===== src/rtl/hpdc_pkg.sv =====
// Shared types, register codes and helpers for the head pointer dwell-click block.
// No dependencies; every other file refers to it by scoped names.
package hpdc_pkg;

  localparam int TDATA_IN_W  = 40;
  localparam int TDATA_OUT_W = 40;

  // dwell re-arm interval after a click, in ms
  localparam logic [16:0] REARM_MS = 17'd1000;

  typedef enum logic [2:0] {
    REG_GAIN_X        = 3'd0,
    REG_GAIN_Y        = 3'd1,
    REG_DAMPING       = 3'd2,
    REG_CENTER_X      = 3'd3,
    REG_CENTER_Y      = 3'd4,
    REG_DWELL_RADIUS  = 3'd5,
    REG_DWELL_TIME_MS = 3'd6,
    REG_MODE_FLAGS    = 3'd7
  } cfg_idx_t;

  typedef struct packed {
    logic [11:0] gain_x;
    logic [11:0] gain_y;
    logic [8:0]  damping;
    logic [12:0] screen_center_x;
    logic [12:0] screen_center_y;
    logic [9:0]  dwell_radius;
    logic [15:0] dwell_time_ms;
    logic [1:0]  mode_flags;
  } cfg_t;

  typedef struct packed {
    logic [11:0] feature_x;
    logic [11:0] feature_y;
    logic        key_toggle;
    logic        restart_request;
    logic [9:0]  delta_ms;
  } item_t;

  typedef struct packed {
    logic               move_valid;
    logic signed [15:0] pointer_x;
    logic signed [15:0] pointer_y;
    logic               click;
    logic               control_active;
  } result_t;

  // one strobe per datapath step
  typedef struct packed {
    logic load;
    logic mul;
    logic target;
    logic blend_mul;
    logic pointer;
    logic square;
    logic commit;
  } cmd_t;

  function automatic logic signed [15:0] sat16(input logic signed [27:0] v);
    logic signed [15:0] r;
    if (v > 28'sd32767) r = 16'sh7FFF;
    else if (v < -28'sd32768) r = 16'sh8000;
    else r = v[15:0];
    return r;
  endfunction

endpackage


===== src/rtl/hpdc_ctrl.sv =====
// Sequencing controller: steps the datapath through one item and owns the result valid flag.
// Depends on hpdc_pkg for the command struct.
module hpdc_ctrl (
  input  logic              clk,
  input  logic              rst,
  input  logic              in_valid,
  output logic              in_ready,
  output logic              out_valid,
  input  logic              out_ready,
  output hpdc_pkg::cmd_t    cmd
);

  typedef enum logic [2:0] {
    ST_IDLE,
    ST_MUL,
    ST_TARGET,
    ST_BLEND,
    ST_POINTER,
    ST_SQUARE,
    ST_DONE
  } state_t;

  state_t state;
  logic   slot_free;

  assign slot_free = !out_valid || out_ready;
  assign in_ready  = (state == ST_IDLE);

  always_comb begin
    cmd           = '0;
    cmd.load      = (state == ST_IDLE) && in_valid;
    cmd.mul       = (state == ST_MUL);
    cmd.target    = (state == ST_TARGET);
    cmd.blend_mul = (state == ST_BLEND);
    cmd.pointer   = (state == ST_POINTER);
    cmd.square    = (state == ST_SQUARE);
    cmd.commit    = (state == ST_DONE) && slot_free;
  end

  always_ff @(posedge clk) begin
    if (rst) begin
      state     <= ST_IDLE;
      out_valid <= 1'b0;
    end else begin
      if (cmd.commit) out_valid <= 1'b1;
      else if (out_ready) out_valid <= 1'b0;
      case (state)
        ST_IDLE:    if (in_valid) state <= ST_MUL;
        ST_MUL:     state <= ST_TARGET;
        ST_TARGET:  state <= ST_BLEND;
        ST_BLEND:   state <= ST_POINTER;
        ST_POINTER: state <= ST_SQUARE;
        ST_SQUARE:  state <= ST_DONE;
        ST_DONE: begin
          if (slot_free) state <= ST_IDLE;
        end
        default:    state <= ST_IDLE;
      endcase
    end
  end

endmodule


===== src/rtl/hpdc_dp.sv =====
// Datapath: control flags, reference latch, gain/blend arithmetic, dwell timer and result register.
// Depends on hpdc_pkg; driven by strobes from hpdc_ctrl.
module hpdc_dp (
  input  logic                clk,
  input  logic                rst,
  input  hpdc_pkg::cmd_t      cmd,
  input  hpdc_pkg::cfg_t      cfg,
  input  hpdc_pkg::item_t     item,
  output hpdc_pkg::result_t   result
);

  // architectural state
  logic               control_on;
  logic               relatch_pending;
  logic               reference_valid;
  logic [11:0]        reference_x;
  logic [11:0]        reference_y;
  logic               last_pointer_valid;
  logic signed [15:0] last_pointer_x;
  logic signed [15:0] last_pointer_y;
  logic signed [15:0] dwell_anchor_x;
  logic signed [15:0] dwell_anchor_y;
  logic [15:0]        dwell_timer_ms;
  logic               clicked_last;

  // per-item working registers
  logic [11:0]        feat_x;
  logic [11:0]        feat_y;
  logic [15:0]        elapsed;
  logic               active;
  logic signed [25:0] prod_x;
  logic signed [25:0] prod_y;
  logic signed [15:0] target_x;
  logic signed [15:0] target_y;
  logic signed [26:0] bprod_x;
  logic signed [26:0] bprod_y;
  logic signed [15:0] ptr_x;
  logic signed [15:0] ptr_y;
  logic signed [33:0] dsq_x;
  logic signed [33:0] dsq_y;
  logic [19:0]        rsq;

  // load-step combinational values
  logic        pend_next;
  logic        ctrl_next;
  logic        latch_ref;
  logic [16:0] elapsed_sum;

  // arithmetic helpers
  logic signed [12:0] diff_x;
  logic signed [12:0] diff_y;
  logic signed [26:0] disp_x;
  logic signed [26:0] disp_y;
  logic signed [15:0] tgt_x_w;
  logic signed [15:0] tgt_y_w;
  logic [8:0]         dsel;
  logic signed [16:0] bdiff_x;
  logic signed [16:0] bdiff_y;
  logic signed [15:0] blend_x_w;
  logic signed [15:0] blend_y_w;
  logic signed [16:0] dx;
  logic signed [16:0] dy;
  logic [34:0]        dist_sq;
  logic               outside;
  logic [16:0]        rearm_at;

  // dwell decision
  logic               cl_tmp;
  logic               click_w;
  logic               cl_next;
  logic [15:0]        timer_next;

  always_comb begin
    pend_next = relatch_pending | item.restart_request;
    ctrl_next = control_on ^ item.key_toggle;
    if (item.key_toggle && ctrl_next) pend_next = 1'b1;
    latch_ref   = ctrl_next && pend_next;
    elapsed_sum = 17'(dwell_timer_ms) + 17'(item.delta_ms);
  end

  always_comb begin
    diff_x  = $signed({1'b0, feat_x}) - $signed({1'b0, reference_x});
    diff_y  = $signed({1'b0, feat_y}) - $signed({1'b0, reference_y});
    disp_x  = cfg.mode_flags[0] ? -27'(prod_x) : 27'(prod_x);
    disp_y  = 27'(prod_y);
    tgt_x_w = hpdc_pkg::sat16(((28'(disp_x) + 28'sd128) >>> 8)
                              + $signed(28'(cfg.screen_center_x)));
    tgt_y_w = hpdc_pkg::sat16(((28'(disp_y) + 28'sd128) >>> 8)
                              + $signed(28'(cfg.screen_center_y)));
    dsel    = (cfg.damping > 9'd256) ? 9'd256 : cfg.damping;
    // target*d + last*(256-d) == last*256 + (target-last)*d
    bdiff_x   = 17'(target_x) - 17'(last_pointer_x);
    bdiff_y   = 17'(target_y) - 17'(last_pointer_y);
    blend_x_w = hpdc_pkg::sat16(((28'(bprod_x) + 28'sd128) >>> 8) + 28'(last_pointer_x));
    blend_y_w = hpdc_pkg::sat16(((28'(bprod_y) + 28'sd128) >>> 8) + 28'(last_pointer_y));
    dx = 17'(ptr_x) - 17'(dwell_anchor_x);
    dy = 17'(ptr_y) - 17'(dwell_anchor_y);
  end

  always_comb begin
    dist_sq  = 35'($unsigned(dsq_x)) + 35'($unsigned(dsq_y));
    outside  = dist_sq > 35'(rsq);
    rearm_at = 17'(cfg.dwell_time_ms) + hpdc_pkg::REARM_MS;
    cl_tmp     = outside ? 1'b0 : clicked_last;
    timer_next = outside ? 16'd0 : elapsed;
    click_w    = 1'b0;
    cl_next    = cl_tmp;
    if (elapsed >= cfg.dwell_time_ms && !cl_tmp) begin
      click_w = 1'b1;
      cl_next = 1'b1;
    end else if (17'(elapsed) >= rearm_at && cl_tmp) begin
      timer_next = 16'd0;
      cl_next    = 1'b0;
    end
  end

  // control and dwell state
  always_ff @(posedge clk) begin
    if (rst) begin
      control_on         <= 1'b0;
      relatch_pending    <= 1'b1;
      reference_valid    <= 1'b0;
      reference_x        <= '0;
      reference_y        <= '0;
      last_pointer_valid <= 1'b0;
      last_pointer_x     <= '0;
      last_pointer_y     <= '0;
      dwell_anchor_x     <= '0;
      dwell_anchor_y     <= '0;
      dwell_timer_ms     <= '0;
      clicked_last       <= 1'b0;
    end else begin
      if (cmd.load) begin
        control_on      <= ctrl_next;
        relatch_pending <= pend_next && !latch_ref;
        if (latch_ref) begin
          reference_x     <= item.feature_x;
          reference_y     <= item.feature_y;
          reference_valid <= 1'b1;
        end
      end
      if (cmd.commit) begin
        if (!active) begin
          dwell_timer_ms <= '0;
        end else begin
          last_pointer_valid <= 1'b1;
          last_pointer_x     <= ptr_x;
          last_pointer_y     <= ptr_y;
          if (cfg.mode_flags[1]) begin
            if (outside) begin
              dwell_anchor_x <= ptr_x;
              dwell_anchor_y <= ptr_y;
            end
            dwell_timer_ms <= timer_next;
            clicked_last   <= cl_next;
          end else begin
            dwell_timer_ms <= '0;
          end
        end
      end
    end
  end

  // working registers and result payload
  always_ff @(posedge clk) begin
    if (cmd.load) begin
      feat_x  <= item.feature_x;
      feat_y  <= item.feature_y;
      elapsed <= elapsed_sum[16] ? 16'hFFFF : elapsed_sum[15:0];
      active  <= ctrl_next && (reference_valid || latch_ref);
    end
    if (cmd.mul) begin
      prod_x <= diff_x * $signed({1'b0, cfg.gain_x});
      prod_y <= diff_y * $signed({1'b0, cfg.gain_y});
    end
    if (cmd.target) begin
      target_x <= tgt_x_w;
      target_y <= tgt_y_w;
    end
    if (cmd.blend_mul) begin
      bprod_x <= bdiff_x * $signed({1'b0, dsel});
      bprod_y <= bdiff_y * $signed({1'b0, dsel});
    end
    if (cmd.pointer) begin
      ptr_x <= last_pointer_valid ? blend_x_w : target_x;
      ptr_y <= last_pointer_valid ? blend_y_w : target_y;
    end
    if (cmd.square) begin
      dsq_x <= dx * dx;
      dsq_y <= dy * dy;
      rsq   <= cfg.dwell_radius * cfg.dwell_radius;
    end
    if (cmd.commit) begin
      result.control_active <= control_on;
      result.move_valid     <= active;
      result.pointer_x      <= active ? ptr_x : 16'sd0;
      result.pointer_y      <= active ? ptr_y : 16'sd0;
      result.click          <= active && cfg.mode_flags[1] && click_w;
    end
  end

endmodule


===== src/rtl/head_pointer_dwell_click.sv =====
// Top level of the head pointer dwell-click block: ports, register file, packing, checks.
// Depends on hpdc_pkg, hpdc_ctrl and hpdc_dp.
//
//  channel | direction | handshake           | payload
//  s       | in        | s_tvalid / s_tready | s_tdata  feature, flags, delta_ms
//  m       | out       | m_tvalid / m_tready | m_tdata  pointer, click, control state
//  cfg     | in        | cfg_valid/cfg_ready | cfg_index, cfg_data
//
// Each item passes through the load step at acceptance, then six steps of the
// datapath sequencer (gain multiply, target, blend multiply, pointer, distance
// square, commit). The result register is loaded in the commit step and the
// next item can be taken on the following cycle, even while the previous result
// waits in the output register. A stalled output holds the sequencer in its commit
// step. Synchronous reset restores the register defaults and clears all tracking
// state; no clearing pass.
module head_pointer_dwell_click (
  input  logic        clk,
  input  logic        rst,
  input  logic        s_tvalid,
  output logic        s_tready,
  // [11:0] feature_x, [23:12] feature_y, [24] key_toggle,
  // [25] restart_request, [35:26] delta_ms, [39:36] zero
  input  logic [hpdc_pkg::TDATA_IN_W-1:0] s_tdata,
  output logic        m_tvalid,
  input  logic        m_tready,
  // [0] move_valid, [16:1] pointer_x, [32:17] pointer_y,
  // [33] click, [34] control_active, [39:35] zero
  output logic [hpdc_pkg::TDATA_OUT_W-1:0] m_tdata,
  input  logic        cfg_valid,
  output logic        cfg_ready,
  input  logic [2:0]  cfg_index,
  input  logic [15:0] cfg_data
);

  hpdc_pkg::cfg_t    cfg;
  hpdc_pkg::item_t   item;
  hpdc_pkg::result_t result;
  hpdc_pkg::cmd_t    cmd;

  assign cfg_ready = 1'b1;

  always_ff @(posedge clk) begin
    if (rst) begin
      cfg.gain_x          <= 12'd256;
      cfg.gain_y          <= 12'd256;
      cfg.damping         <= 9'd128;
      cfg.screen_center_x <= 13'd960;
      cfg.screen_center_y <= 13'd540;
      cfg.dwell_radius    <= 10'd20;
      cfg.dwell_time_ms   <= 16'd1000;
      cfg.mode_flags      <= 2'd2;
    end else if (cfg_valid) begin
      case (hpdc_pkg::cfg_idx_t'(cfg_index))
        hpdc_pkg::REG_GAIN_X:        cfg.gain_x          <= cfg_data[11:0];
        hpdc_pkg::REG_GAIN_Y:        cfg.gain_y          <= cfg_data[11:0];
        hpdc_pkg::REG_DAMPING:       cfg.damping         <= cfg_data[8:0];
        hpdc_pkg::REG_CENTER_X:      cfg.screen_center_x <= cfg_data[12:0];
        hpdc_pkg::REG_CENTER_Y:      cfg.screen_center_y <= cfg_data[12:0];
        hpdc_pkg::REG_DWELL_RADIUS:  cfg.dwell_radius    <= cfg_data[9:0];
        hpdc_pkg::REG_DWELL_TIME_MS: cfg.dwell_time_ms   <= cfg_data;
        hpdc_pkg::REG_MODE_FLAGS:    cfg.mode_flags      <= cfg_data[1:0];
        default: ;
      endcase
    end
  end

  assign item.feature_x       = s_tdata[11:0];
  assign item.feature_y       = s_tdata[23:12];
  assign item.key_toggle      = s_tdata[24];
  assign item.restart_request = s_tdata[25];
  assign item.delta_ms        = s_tdata[35:26];

  hpdc_ctrl u_ctrl (
    .clk       (clk),
    .rst       (rst),
    .in_valid  (s_tvalid),
    .in_ready  (s_tready),
    .out_valid (m_tvalid),
    .out_ready (m_tready),
    .cmd       (cmd)
  );

  hpdc_dp u_dp (
    .clk    (clk),
    .rst    (rst),
    .cmd    (cmd),
    .cfg    (cfg),
    .item   (item),
    .result (result)
  );

  assign m_tdata = {5'd0, result.control_active, result.click, result.pointer_y,
                    result.pointer_x, result.move_valid};

  // one item in flight: acceptance closes the input until the sequencer returns
  a_one_in_flight: assert property (@(posedge clk) disable iff (rst)
    s_tvalid && s_tready |=> !s_tready)
    else $error("input accepted while an item is in flight");

  a_click_needs_move: assert property (@(posedge clk) disable iff (rst)
    m_tvalid && m_tdata[33] |-> m_tdata[0])
    else $error("click without a pointer position");

  a_move_needs_control: assert property (@(posedge clk) disable iff (rst)
    m_tvalid && m_tdata[0] |-> m_tdata[34])
    else $error("pointer position given while control is off");

endmodule

===== config.mk =====
export PLATFORM = sky130hd
export DESIGN_NAME = head_pointer_dwell_click
export DESIGN_NICKNAME = d
export VERILOG_FILES = /design/src/rtl/hpdc_pkg.sv /design/src/rtl/hpdc_ctrl.sv /design/src/rtl/hpdc_dp.sv /design/src/rtl/head_pointer_dwell_click.sv
export SDC_FILE = /design/constraint.sdc
export NUM_CORES = 2
export LEC_CHECK = 0
export BUFFER_PORTS_ARGS = -buffer_cell sky130_fd_sc_hd__buf_2
export CAP_MARGIN = 20
export CORE_MARGIN = 1
export CORE_UTILIZATION = 50
export DETAILED_ROUTE_END_ITERATION = 12
export PLACE_DENSITY = 0.62
export RECOVER_POWER = 25
export SETUP_SLACK_MARGIN = 0.15
export SYNTH_ARGS = -nofsm -noshare
export SYNTH_HDL_FRONTEND = slang
export SYNTH_SLANG_ARGS = --single-unit

===== constraint.sdc =====
create_clock -name clk -period 10.5 [get_ports clk]
set_clock_uncertainty 0.1 [all_clocks]
set_input_delay 0.525 -clock clk [delete_from_list [all_inputs] [get_ports clk]]
set_output_delay 0.525 -clock clk [all_outputs]
set_load 0.005 [all_outputs]

---- Yosys cells after proc, flatten, opt, wreduce, memory -nomap -nowiden ----
Index checks and enable logic that the tools add are counted.
cells by class
  eq/ne operators ......................... 15
  reductions and logical operators ........ 31
  multiplexer cells ....................... 25
  $mul .................................... 7
  order comparisons ....................... 12
  add/sub/neg operators ................... 18
  bitwise gates (word level) .............. 2
operator list
  kind                    count
  $mux 16                 13
  $gt 28x16->1 const B    4
  $lt 28x16->1 const B    4
  $add 27x9->28 const B   3
  $mul 17x17->34          2
  $sub 16x16->17          4
  $mul 17x10->27          2
  $mul 13x13->26          2
  $add 20x16->21          2
  $add 34x34->35          1
  $gt 35x20->1            1
  $add 26x9->27 const B   1
  $mux 27                 1
  $neg 26->27             1
  $sub 12x12->13          2
  $reduce_and 2->1        11
  $add 20x14->21          1
  $eq 3x3->1 const B      7
  $pmux 3 s7              1
  $add 19x14->20          1
  $mul 10x10->20          1
  $add 16x10->17          1
  $add 16x10->17 const B  1
  $ge 16x17->1            1
  18 further kinds        42
word-level totals
  register bits ........................... 534
  output and inout bits ................... 43
  logic and storage cells ................. 152

---- Logic depth before layout (Yosys ltp) ----
  word-level depth ........................ 8
  gate-level depth with buffers ........... 40
  depth with buffers taken out ............ 39

---- Modules after synthesis ----
A second synthesis with hierarchy kept.
unflattened totals
  cells, all modules ...................... 8112
  area, all modules ....................... 74965.6 um^2
modules (own cells, without submodules)
  module                    times used  seq. area each (um^2)  area an instance (um^2)  cells an instance
  hpdc_dp                   1           11491.0                71182.0                  7750
  head_pointer_dwell_click  1           1741.7                 3540.9                   335
  hpdc_ctrl                 1           80.1                   242.7                    27

---- Least setup slack after synthesis ----
Ideal clock, no wire load.
  path kind ............................... reg-to-reg
  start ................................... register u_dp.ptr_y[0]
  end ..................................... register u_dp.dsq_y[32], data pin
  cell stages (with the launch flop) ...... 38
  path buffers ............................ 0
  data required time ...................... 10135 ps
  period minus slack after synthesis ...... 9163 ps
  slack ................................... 1337 ps
  data arrival time ....................... 8798 ps
  setup time .............................. 265 ps
  path through ............................ edfxtp_1 -> inv_1 -> ha_1 -> fa_1 -> nor2b_1 -> o21ai_0 -> a21boi_0 -> o21ai_0 -> a21oi_1 -> o21ai_0 -> a21oi_1 -> nor2_1 -> xnor2_1 -> clkinv_1 -> nor2_1 -> inv_1 -> fa_1 -> inv_1 -> (+2 left out) -> fa_1 -> inv_1 -> fa_1 -> fa_1 -> inv_1 -> fa_1 -> inv_1 -> ha_1 -> a21oi_1 -> o21bai_1 -> a21oi_1 -> nor3b_1 -> a21oi_1 -> o41ai_1 -> o21ai_0 -> o41ai_1 -> o21ai_0 -> xor2_1
on the way
  cells in the longest elaborated chain, start to end .. 2
RTL lines
  item                    RTL line        RTL
  start, declared         hpdc_dp.sv:38   logic signed [15:0] ptr_y;
  start signal, assigned  hpdc_dp.sv:186  ptr_y <= last_pointer_valid ? blend_y_w : target_y;
  $sub 16x16->17          hpdc_dp.sv:97   dy = 17'(ptr_y) - 17'(dwell_anchor_y);
  $mul 17x17->34          hpdc_dp.sv:190  dsq_y <= dy * dy;
  end signal, assigned    hpdc_dp.sv:190
  end, declared           hpdc_dp.sv:40   logic signed [33:0] dsq_y;
Every way passes these cells.
A chain may end at the register's enable or synchronous reset.

---- Worst setup path after layout ----
  start ................................... register u_dp.ptr_y[1]
  end ..................................... register u_dp.dsq_y[33], data pin
The elaborated chain is that of the path after synthesis.

==> out/qor_table.md <==
| Item | This run |
| --- | --- |
| Status | finished with violations |
| Failing checks | capacitance limit, slew limit |
| RePlAce Congestion | 0.917 |
| Io pins | 107 |
| Clock buffers created by TritonCTS | 67 |
| CP max stage delay | 0.57 ns |
| Count of antenna-violating nets left after detailed routing | 0 |
| Total overflow reported by the global router | 0 |
| Worst Max-Slew Pin Slew | 4.39 ns |
| Critical path arrival | 10.16 ns |
| Synth cell types | 93 |
| Cell area after technology mapping | 0.0747 mm² |
| Fmax | 0.101 GHz |
| Worst vdd ir | 0.000267 V |
| Post-Place Cell Area | 0.0774 mm² |
| Aggregate negative setup slack | 0 ns |
| Number of synthesis warnings | 0 |
| Proportion of synthesized flip-flops having asynchronous set or reset | 0% |
| Crit path max-delay cell type | sky130_fd_sc_hd__fa_1 |
| Horizontal die dimension | 388 µm |
| Global-route total usage across every layer | 25.3% |
| Share of the core filled with cells in the final layout | 54.0% |
| Sw Share | 44.4% |
| Startpoint type of the worst setup path | flip-flop |
| Count of fill cells added during filler insertion | 13500 |
| Number of enable-type register cells in the synthesized netlist | 310 |
| Final setup fails | 0 |
| Internal power of the cells | 7.81 mW |
| Leakage power summed over all cells | 37.3 nW |
| Final worst path period need | 9.88 ns |
| Clock-pin transition on the worst setup and hold timing paths | 0.06 ns |
| Critical path peak fanout | 7 |
| Crit path setup slack, layout | 0.618 ns |
| Worst-skew pair later-pin latency | 0.68 ns |
| Layout Cells excl Fill | 10200 |
| Hold Fails Final Rpt | 0 |
| Tightest Hold Check Type | input port to flip-flop |
| Detail-routed net length per standard cell | 18.2 µm |
| Overall die height | 388 µm |
| Part of the total power dissipated in combinational logic | 63.2% |
| Number of global-route vias before repair | 57300 |
| Commonest non-fill, non-tap cell in the layout | sky130_fd_sc_hd__inv_1 |
| Category of the worst setup path capture point | flip-flop |
| Net count reported at finish | 10200 |
| Max-slew violation count | 242 |
| Core Box Area | 0.148 mm² |
| H-tree levels | 3 |
| Placed Cells | 10100 |
| Number of instances in the synthesized netlist | 8207 |
| Flip-flop and latch count after synthesis | 510 |
| Num Clock Sinks | 510 |
| Number of DRC violations after detailed-routing iteration 0 | 3402 |
| CTS max path bufs | 3 |
| Wirelength, routed | 186000 µm |
| Net switching power | 6.25 mW |
| Vias/cell | 5.38 |
| Number of maximum-capacitance constraint violations | 4 |
| Headroom to the max-slew limit | -192% |
| Share of synthesized area occupied by flip-flops and latches | 17.8% |
| Share of layout cells above drive strength 1 | 5.05% |
| WP data required | 10.78 ns |
| Post-CTS repair timing setup buffer count | 0 |
| Most used flip-flop cell after synthesis | sky130_fd_sc_hd__edfxtp_1 |
| Commonest cells after routing, fill and taps aside | 1615 x sky130_fd_sc_hd__inv_1, 1149 x sky130_fd_sc_hd__fa_1, 944 x sky130_fd_sc_hd__nand2_1, 697 x sky130_fd_sc_hd__ha_1, 568 x sky130_fd_sc_hd__nor2_1 |
| Clock share of power | 17.4% |
| Crit Path Class | flip-flop to flip-flop |
| Clock Tree Root | sky130_fd_sc_hd__clkbuf_16 |
| Number of antenna violations at the first check in global routing | 8 |
| TritonCTS clock tree | built |
| Setup slack at placement | 0.562 ns |
| Floorplan row count | 141 |
| Setup repair after global routing missed its margin | true |
| Syn_area_per_cell | 9.10 µm² |
| Most common cell type on the critical path | sky130_fd_sc_hd__fa_1 |
| Synth-to-layout area growth | 7.16% |
| Period Utilization, post-route | 94.1% |
| Die outline area | 0.151 mm² |
| Pin count of the biggest net entering global routing | 86 |
| Initial Utilization | 50.4% |
| IO Port Bufs | 96 |
| Hpwl dp | 151000 µm |
| Via Count | 55100 |
| Global-route wire length before repair | 304000 µm |
| DRC errors left | 0 |
| Fin area | 0.0800 mm² |
| Power share of the sequential group | 19.4% |
| 1st-pass router iterations | 5 |
| Total power per unit cell area | 176 mW/mm² |
## synthesized netlist by cell type, types with 35 or more instances
cell type / instances / area, µm²
sky130_fd_sc_hd__mux2i_1: 40 / 400
sky130_fd_sc_hd__nor2_1: 573 / 2150
sky130_fd_sc_hd__ha_1: 697 / 8720
sky130_fd_sc_hd__clkbuf_1: 250 / 938
sky130_fd_sc_hd__nor3_1: 97 / 485
sky130_fd_sc_hd__fa_1: 1149 / 23000
sky130_fd_sc_hd__dfxtp_1: 200 / 4000
sky130_fd_sc_hd__o21a_1: 60 / 450
sky130_fd_sc_hd__and3_1: 54 / 338
sky130_fd_sc_hd__a31oi_1: 40 / 250
sky130_fd_sc_hd__edfxtp_1: 310 / 9310
sky130_fd_sc_hd__and2_1: 254 / 1590
sky130_fd_sc_hd__nor2b_1: 92 / 576
sky130_fd_sc_hd__o21ai_0: 181 / 906
sky130_fd_sc_hd__nand3_1: 100 / 500
sky130_fd_sc_hd__xnor2_1: 335 / 2930
sky130_fd_sc_hd__o21bai_1: 36 / 270
sky130_fd_sc_hd__xor2_1: 104 / 911
sky130_fd_sc_hd__nand2_1: 944 / 3540
sky130_fd_sc_hd__nor4_1: 37 / 231
sky130_fd_sc_hd__inv_1: 1618 / 6070
sky130_fd_sc_hd__nand2b_1: 67 / 419
sky130_fd_sc_hd__a21oi_1: 363 / 1820
sky130_fd_sc_hd__a21o_1: 95 / 713
sky130_fd_sc_hd__nand4_1: 35 / 219
## cell type report
| type | count | area, µm² | area share (%) |
|---|---|---|---|
| Antenna cell | 7 | 17.5 | 0.0219 |
| Sequential cell | 510 | 13300 | 16.6 |
| Clock buffer | 80 | 1830 | 2.29 |
| Clock inverter | 44 | 499 | 0.624 |
| Inverter | 1630 | 6120 | 7.65 |
| Tap cell | 1930 | 2410 | 3.02 |
| Multi-Input combinational cell | 5795 | 54300 | 67.8 |
| Timing Repair Buffer | 238 | 1550 | 1.94 |
## flip-flops by register name, indices dropped and copies added (netlist names), 19 cells and up
signal / cells
u_dp.rsq: 19
u_dp.dsq_y: 33
u_dp.bprod_x: 20
u_dp.prod_x: 26
u_dp.bprod_y: 20
u_dp.result: 35
u_dp.prod_y: 19
u_dp.dsq_x: 33
cfg: 87
## stage by stage
| step | hold slack (ns) | total power [mW] |
|---|---|---|
| after global routing | 0.0740 | 15.4 |
| after CTS | 0.0280 | 14.2 |
| final | 0.0740 | 14.1 |
| after global placement | 0.343 | 11.5 |
| after detailed placement | 0.346 | 11.6 |
| after floorplan | 0.330 | 9.34 |
## power by group through the flow
stage	Combinational [mW]	Sequential, mW	Clock [mW]
after floorplan	6.63	2.71	0
after global placement	8.73	2.77	0
after detailed placement	8.84	2.77	0
after CTS	8.94	2.73	2.50
after global routing	10.0	2.74	2.56
final	8.88	2.73	2.44
## metal layers
metal  global-route usage [%]  vias up  part of all wire, %
met5                        0        -               0.0048
met4                     7.55        2                  3.2
met3                     2.70      257                  5.1
met2                     43.1     1250                   48
met1                     34.0    27500                   43
li1                         -    26100                    -
## logic make-up after synthesis
group | share of synthesized area [%]
compound gates | 9.71
simple gates | 14.6
other cells | 0.0101
buf+inv | 9.65
fa+ha+maj | 42.5
mux | 0.566
xor+xnor | 5.15
flops | 17.8
## path summary, 6_finish.rpt
check	from	to	slack [ns]	cells after the start
setup / recovery	u_dp.ptr_y[1]	u_dp.dsq_y[33]	0.62	33
hold / removal	cfg_data[14]	cfg[16]	0.07	3
setup reg to reg	u_dp.ptr_y[1]	u_dp.dsq_y[33]	0.62	33
hold reg to reg	u_dp.reference_x[8]	u_dp.reference_x[8]	0.35	2
## timing repair
action                     in CTS  in global routing
hold endpoints to repair       48                  0
hold buffers                   24                  0
setup endpoints to repair       0                  7
resized for setup               0                  9
## critical path, delay by kind of cell (launching register included)
| kind | cells | cell delay, ns |
|---|---|---|
| flip-flops | 1 | 0.45 |
| XOR/XNOR | 1 | 0.11 |
| AND/OR/NAND/NOR | 6 | 1.20 |
| AO/OA/AOI/OAI | 15 | 3.73 |
| adder cells (fa/ha/maj) | 8 | 3.81 |
| buffers and inverters | 3 | 0.17 |
Power figures use the tool's default switching activity.
